==> src/rtl/plc_pkg.sv <==
// plc_pkg: shared types, command codes and helpers for the pi lead controller
// depends on nothing; imported by the top level, datapath and controller files and the testbench
package plc_pkg;

    // configuration register indexes
    localparam logic [2:0] REG_GAIN          = 3'd0;
    localparam logic [2:0] REG_LEAD_TIME     = 3'd1;
    localparam logic [2:0] REG_LEAD_RATIO    = 3'd2;
    localparam logic [2:0] REG_INTEGRAL_TIME = 3'd3;
    localparam logic [2:0] REG_FOLD_MODE     = 3'd4;

    localparam int CFG_INDEX_W = 3;
    localparam int WORD_W      = 32;

    // lu0 ceiling, 2^36 raw
    localparam logic signed [65:0] LU0_CAP = 66'sd68719476736;
    // pi scaled by 2^32
    localparam logic signed [63:0] PI_Q32  = 64'sd13493037705;

    // datapath commands
    typedef enum logic [4:0] {
        OP_NONE,
        OP_LOAD,
        OP_HOLD_OUT,
        OP_FOLD_ABS,
        OP_FOLD_MULQ,
        OP_FOLD_MULD,
        OP_FOLD_REM,
        OP_FOLD_FIX,
        OP_MUL_ERR,
        OP_ERR_SAT,
        OP_MUL_LU,
        OP_LU_DEN,
        OP_DIV_COEF,
        OP_COEF_STORE,
        OP_MUL_MAC,
        OP_MAC_ACC,
        OP_LEAD_SAT,
        OP_INT_HOLD,
        OP_DIV_K,
        OP_K_STORE,
        OP_MUL_INT,
        OP_INT_ADD,
        OP_COMMIT
    } plc_op_t;

    typedef struct packed {
        plc_op_t    op;
        logic [1:0] sel;   // coefficient / term index
    } plc_cmd_t;

    typedef struct packed {
        logic dt_zero;
        logic fold_en;
        logic lead_en;
        logic int_en;
        logic div_done;
        logic out_free;
    } plc_status_t;

    function automatic logic signed [31:0] sat32(input logic signed [63:0] v);
        logic signed [31:0] r;
        if (v > 64'sd2147483647) begin
            r = 32'sh7fffffff;
        end else if (v < -64'sd2147483648) begin
            r = 32'sh80000000;
        end else begin
            r = v[31:0];
        end
        return r;
    endfunction

endpackage

==> src/rtl/plc_ctrl.sv <==
// plc_ctrl: sequencer that steps the datapath through one controller update
// depends on plc_pkg
module plc_ctrl import plc_pkg::*; (
    input  logic        aclk,
    input  logic        aresetn,
    input  logic        in_valid,
    output logic        in_ready,
    input  plc_status_t status,
    output plc_cmd_t    cmd
);

    typedef enum logic [22:0] {
        S_IDLE  = 23'h000001,
        S_CHECK = 23'h000002,
        S_FABS  = 23'h000004,
        S_FMULQ = 23'h000008,
        S_FMULD = 23'h000010,
        S_FREM  = 23'h000020,
        S_FFIX  = 23'h000040,
        S_EMUL  = 23'h000080,
        S_ESAT  = 23'h000100,
        S_LMUL  = 23'h000200,
        S_LDEN  = 23'h000400,
        S_CDIV  = 23'h000800,
        S_CWAIT = 23'h001000,
        S_MMUL  = 23'h002000,
        S_MACC  = 23'h004000,
        S_LSAT  = 23'h008000,
        S_ICHK  = 23'h010000,
        S_KDIV  = 23'h020000,
        S_KWAIT = 23'h040000,
        S_IMUL  = 23'h080000,
        S_IADD  = 23'h100000,
        S_FIN   = 23'h200000,
        S_FINH  = 23'h400000
    } plc_state_t;

    plc_state_t state_reg, state_next;
    logic [1:0] sel_reg, sel_next;

    always_ff @(posedge aclk) begin
        if (!aresetn) begin
            state_reg <= S_IDLE;
            sel_reg   <= '0;
        end else begin
            state_reg <= state_next;
            sel_reg   <= sel_next;
        end
    end

    always_comb begin
        state_next = state_reg;
        sel_next   = sel_reg;
        cmd.op     = OP_NONE;
        cmd.sel    = sel_reg;
        unique case (state_reg)
            S_IDLE: begin
                if (in_valid) begin
                    cmd.op     = OP_LOAD;
                    state_next = S_CHECK;
                end
            end
            S_CHECK: begin
                if (status.dt_zero) begin
                    state_next = S_FINH;
                end else if (status.fold_en) begin
                    state_next = S_FABS;
                end else begin
                    state_next = S_EMUL;
                end
            end
            S_FABS: begin
                cmd.op     = OP_FOLD_ABS;
                state_next = S_FMULQ;
            end
            S_FMULQ: begin
                cmd.op     = OP_FOLD_MULQ;
                state_next = S_FMULD;
            end
            S_FMULD: begin
                cmd.op     = OP_FOLD_MULD;
                state_next = S_FREM;
            end
            S_FREM: begin
                cmd.op     = OP_FOLD_REM;
                state_next = S_FFIX;
            end
            S_FFIX: begin
                cmd.op     = OP_FOLD_FIX;
                state_next = S_EMUL;
            end
            S_EMUL: begin
                cmd.op     = OP_MUL_ERR;
                state_next = S_ESAT;
            end
            S_ESAT: begin
                cmd.op     = OP_ERR_SAT;
                state_next = status.lead_en ? S_LMUL : S_ICHK;
            end
            S_LMUL: begin
                cmd.op     = OP_MUL_LU;
                state_next = S_LDEN;
            end
            S_LDEN: begin
                cmd.op     = OP_LU_DEN;
                sel_next   = 2'd0;
                state_next = S_CDIV;
            end
            S_CDIV: begin
                cmd.op     = OP_DIV_COEF;
                state_next = S_CWAIT;
            end
            S_CWAIT: begin
                if (status.div_done) begin
                    cmd.op = OP_COEF_STORE;
                    if (sel_reg == 2'd2) begin
                        sel_next   = 2'd0;
                        state_next = S_MMUL;
                    end else begin
                        sel_next   = sel_reg + 2'd1;
                        state_next = S_CDIV;
                    end
                end
            end
            S_MMUL: begin
                cmd.op     = OP_MUL_MAC;
                state_next = S_MACC;
            end
            S_MACC: begin
                cmd.op = OP_MAC_ACC;
                if (sel_reg == 2'd2) begin
                    sel_next   = 2'd0;
                    state_next = S_LSAT;
                end else begin
                    sel_next   = sel_reg + 2'd1;
                    state_next = S_MMUL;
                end
            end
            S_LSAT: begin
                cmd.op     = OP_LEAD_SAT;
                state_next = S_ICHK;
            end
            S_ICHK: begin
                if (status.int_en) begin
                    state_next = S_KDIV;
                end else begin
                    cmd.op     = OP_INT_HOLD;
                    state_next = S_FIN;
                end
            end
            S_KDIV: begin
                cmd.op     = OP_DIV_K;
                state_next = S_KWAIT;
            end
            S_KWAIT: begin
                if (status.div_done) begin
                    cmd.op     = OP_K_STORE;
                    state_next = S_IMUL;
                end
            end
            S_IMUL: begin
                cmd.op     = OP_MUL_INT;
                state_next = S_IADD;
            end
            S_IADD: begin
                cmd.op     = OP_INT_ADD;
                state_next = S_FIN;
            end
            S_FIN: begin
                if (status.out_free) begin
                    cmd.op     = OP_COMMIT;
                    state_next = S_IDLE;
                end
            end
            S_FINH: begin
                if (status.out_free) begin
                    cmd.op     = OP_HOLD_OUT;
                    state_next = S_IDLE;
                end
            end
            default: begin
                state_next = S_IDLE;
            end
        endcase
    end

    assign in_ready = state_reg == S_IDLE;

endmodule

==> config.mk <==
export PLATFORM = sky130hd
export DESIGN_NAME = plc_ctrl
export DESIGN_NICKNAME = d
export VERILOG_FILES = /design/src/rtl/plc_pkg.sv /design/src/rtl/plc_ctrl.sv
export SDC_FILE = /design/constraint.sdc
export NUM_CORES = 1
export LEC_CHECK = 0
export ABC_AREA = 1
export BUFFER_PORTS_ARGS = -buffer_cell sky130_fd_sc_hd__buf_2
export CAP_MARGIN = 30
export CELL_PAD_IN_SITES_DETAIL_PLACEMENT = 0
export CELL_PAD_IN_SITES_GLOBAL_PLACEMENT = 2
export CORE_MARGIN = 1.5
export CORE_UTILIZATION = 36
export DETAILED_ROUTE_END_ITERATION = 16
export HOLD_SLACK_MARGIN = 0.05
export PLACE_DENSITY_LB_ADDON = 0.08
export SETUP_SLACK_MARGIN = 0.02
export SYNTH_ARGS = -nofsm -noshare
export SYNTH_HDL_FRONTEND = slang
export SYNTH_SLANG_ARGS = --single-unit
==> constraint.sdc <==
create_clock -name aclk -period 4.2 [get_ports aclk]
set_input_delay 0.21 -clock aclk [delete_from_list [all_inputs] [get_ports aclk]]
set_output_delay 0.21 -clock aclk [all_outputs]
set_load 0.1 [all_outputs]
==> run_results.csv <==
group,metric,value,unit
run_status,status,"finished, final reports clean",
synth,synth-seq-area-share,28.45,%
finish,regArea,500.5,µm²
cts,clk_pin_slew_worst_paths,0.10,ns
sta,min_period,2.459,ns
cts,cts_tree,"yes",
route,first_pass_iters,4,
sta,worst_slew_pin_slew,0.4903,ns
cts,cts_root_buf,"clkbuf_8",
placement,gp_congestion,0.7563,
route,via_per_inst,4.710,
global_routing,grt_pass1_wl,7341,µm
synth,synth_seq_cells,25,
worst_setup_path,critical-path-slowest-cell,"buf_2",
global_routing,grt_max_degree,16,
cts,cts_buffers,3,
sta,period_share,58.54,%
placement,port_buffers,16,
global_routing,grt_overflow,0,
sta,setup_viol,0,
flow_run,cap_violations,0,
min_path,hold_path_depth,2,
synth,syn_area_per_cell,7.065,µm²
finish,final_nets,278,
die,die_h,72.91,µm
finish,fill_cells,515,
synth,syn-num-nets,258,
worst_setup_path,crit_path_max_fanout,9,
power,p_leak,0.8735,nW
route,vias,1578,
sta,hold_violations,0,
die,core,4723,µm²
sta,finClkSkew,0.007472,ns
worst_setup_path,crit_required,3.99,ns
worst_setup_path,slowest_delay,0.42,ns
finish,areaGrowthSynthToFinish,10.81,%
finish,n_antenna_cell,0,
min_path,hp-class,"input port to flip-flop",
worst_setup_path,crit_chain,"nor2_2, nand2_2, nor2_8, nand2_4, or2_2, nand3_1, nor4_1, nand2_1, buf_2",
route,ant_nets,0,
finish,largest_register_ffs,23,
cts,cts.repair.resized,0,
die,initial_core_util,37.25,%
synth,syn_area,1759,µm²
cts,clkLatencyLatePin,0.28,ns
global_routing,grtUsageTotal,18.41,%
route,drt_wl_total,4481,µm
cts,h-tree-depth,1,
worst_setup_path,critPathCaptureType,"output pin",
sta,rsz0062_at_grt,"no",
route,routedWlPerCell,13.38,µm
worst_setup_path,critPathKind,"flip-flop to output pin",
global_routing,grt_pass1_vias,1494,
cts,cts_buffer_depth,2,
die,die_x,72.91,µm
cts,ctsHoldBuffers,0,
global_routing,antenna_found_initial,0,
die,ios,17,
placement,hpwl,3674,µm
worst_setup_path,cp.arrival,2.25,ns
finish,multi_input_area,1071,µm²
die,rows,25,
power,power.density,550.8,nW/µm²
synth,synthCells,249,
synth,yosys_warnings,0,
finish,post-route-util,41.27,%
synth,synth_cell_types,30,
sta,max-slew-margin-rel,67.54,%
power,vdd_ir_drop_max,0.2439,mV
route,drc,0,
sta,drv_slew,0,
route,drtIter0Drc,119,
worst_setup_path,startpoint_type,"flip-flop",
finish,final_layout_size_suffix_gt1_share,25.00,%
worst_setup_path,ff2ff_path_depth,11,
cts,cts.sinks,25,
sta,fmax,406.7,MHz
cts,post_cts_buffers,0,
sta,tns,0,ns
die,dieArea,5315,µm²
placed cells by master, fill, tap and decap left out:
cell,instances
nand3_4,2
nand2_4,2
nand3b_1,1
inv_1,40
buf_2,16
nand2_2,7
clkbuf_8,3
nor3b_1,1
nor4_1,4
o21ai_0,5
and2_1,1
nor3_1,6
nand3_1,23
nand4_4,1
or2_2,1
nand3_2,4
a21boi_0,1
nor3_2,1
nor2_4,14
a211oi_1,3
o21ai_1,2
inv_4,1
nor2_8,3
nor2_2,8
nand2_1,28
clkinv_2,1
dfxtp_1,25
nor2_1,45
a21oi_1,7
nand4_1,8
a41oi_1,1
inv_2,3
where the power goes:
part | leakage, nW | internal, mW | total, mW | switching [mW]
clock | 0.0255 | 0.0667 | 0.153 | 0.0860
sequential | 0.202 | 0.256 | 0.275 | 0.0185
combinational | 0.646 | 0.141 | 0.647 | 0.505
total | 0.874 | 0.464 | 1.07 | 0.610
through the flow:
step	setup slack, ns	area [µm²]	cells	power, mW	hold WS (ns)
2_1_floorplan	0.8616	1759	249	0.8304	0.2954
5_1_grt	1.567	1949	335	1.137	0.1697
3_5_place_dp	2.059	1903	331	0.9242	0.4609
6_report	1.741	1949	335	1.074	0.1684
4_1_cts	1.730	1949	335	1.079	0.1604
3_3_place_gp	2.041	1903	331	0.9298	0.4636
kinds of logic (layout without fill, tap and decap cells):
family          Yosys count  after routing  share of synthesized area, %
simple gates            160            160                         54.69
buf+inv                  45             64                         10.67
flops                    25             25                         28.45
compound gates           19             19                         6.188
synthesized netlist by cell type, drive strengths merged:
cell type  number  share of area, %
a41oi           1              0.50
or2             1              0.36
a21oi           7               2.0
nor4            4               1.4
nor2           70                25
and2            1              0.36
a21boi          1              0.43
nor3b           1              0.43
o21ai           7               2.0
nor3            7               2.3
buf             1               1.1
dfxtp          25                28
nand3b          1              0.43
nand2          37               9.7
nand3          29                11
inv            44               9.5
nand4           9               4.1
a211oi          3               1.3
worst paths after layout:
kind / slack [ns] / startpoint / end
hold / removal: 0.17 / aresetn / state_reg[0]$_SDFFE_PN1P_
hold reg to reg: 0.53 / sel_reg[1]$_SDFFE_PN0P_ / sel_reg[1]$_SDFFE_PN0P_
setup reg to reg: 2.23 / state_reg[4]$_SDFFE_PN0P_ / state_reg[3]$_SDFFE_PN0P_
setup / recovery: 1.74 / state_reg[12]$_SDFFE_PN0P_ / cmd[2]
final cells by class:
cell class	count	area share (%)
sequential	25	25.67
clock inverter	1	0.2567
timing repair buffer	16	4.108
tap	67	4.300
clock buffer	3	2.118
inverter	44	8.601
multi-input combinational	179	54.94
critical path, delay by kind of cell (launching register included):
family | cells | cell delay (ns)
buf+inv | 1 | 0.42
flops | 1 | 0.36
simple gates | 8 | 1.17
metal layers:
metal,up-vias,track usage [%],wire [µm]
met2,20,29.15,2050
met1,718,26.18,2297
li1,835,-,-
met3,5,2.072,73
met5,-,0,0
met4,0,5.660,59
Power figures use the tool's default switching activity.
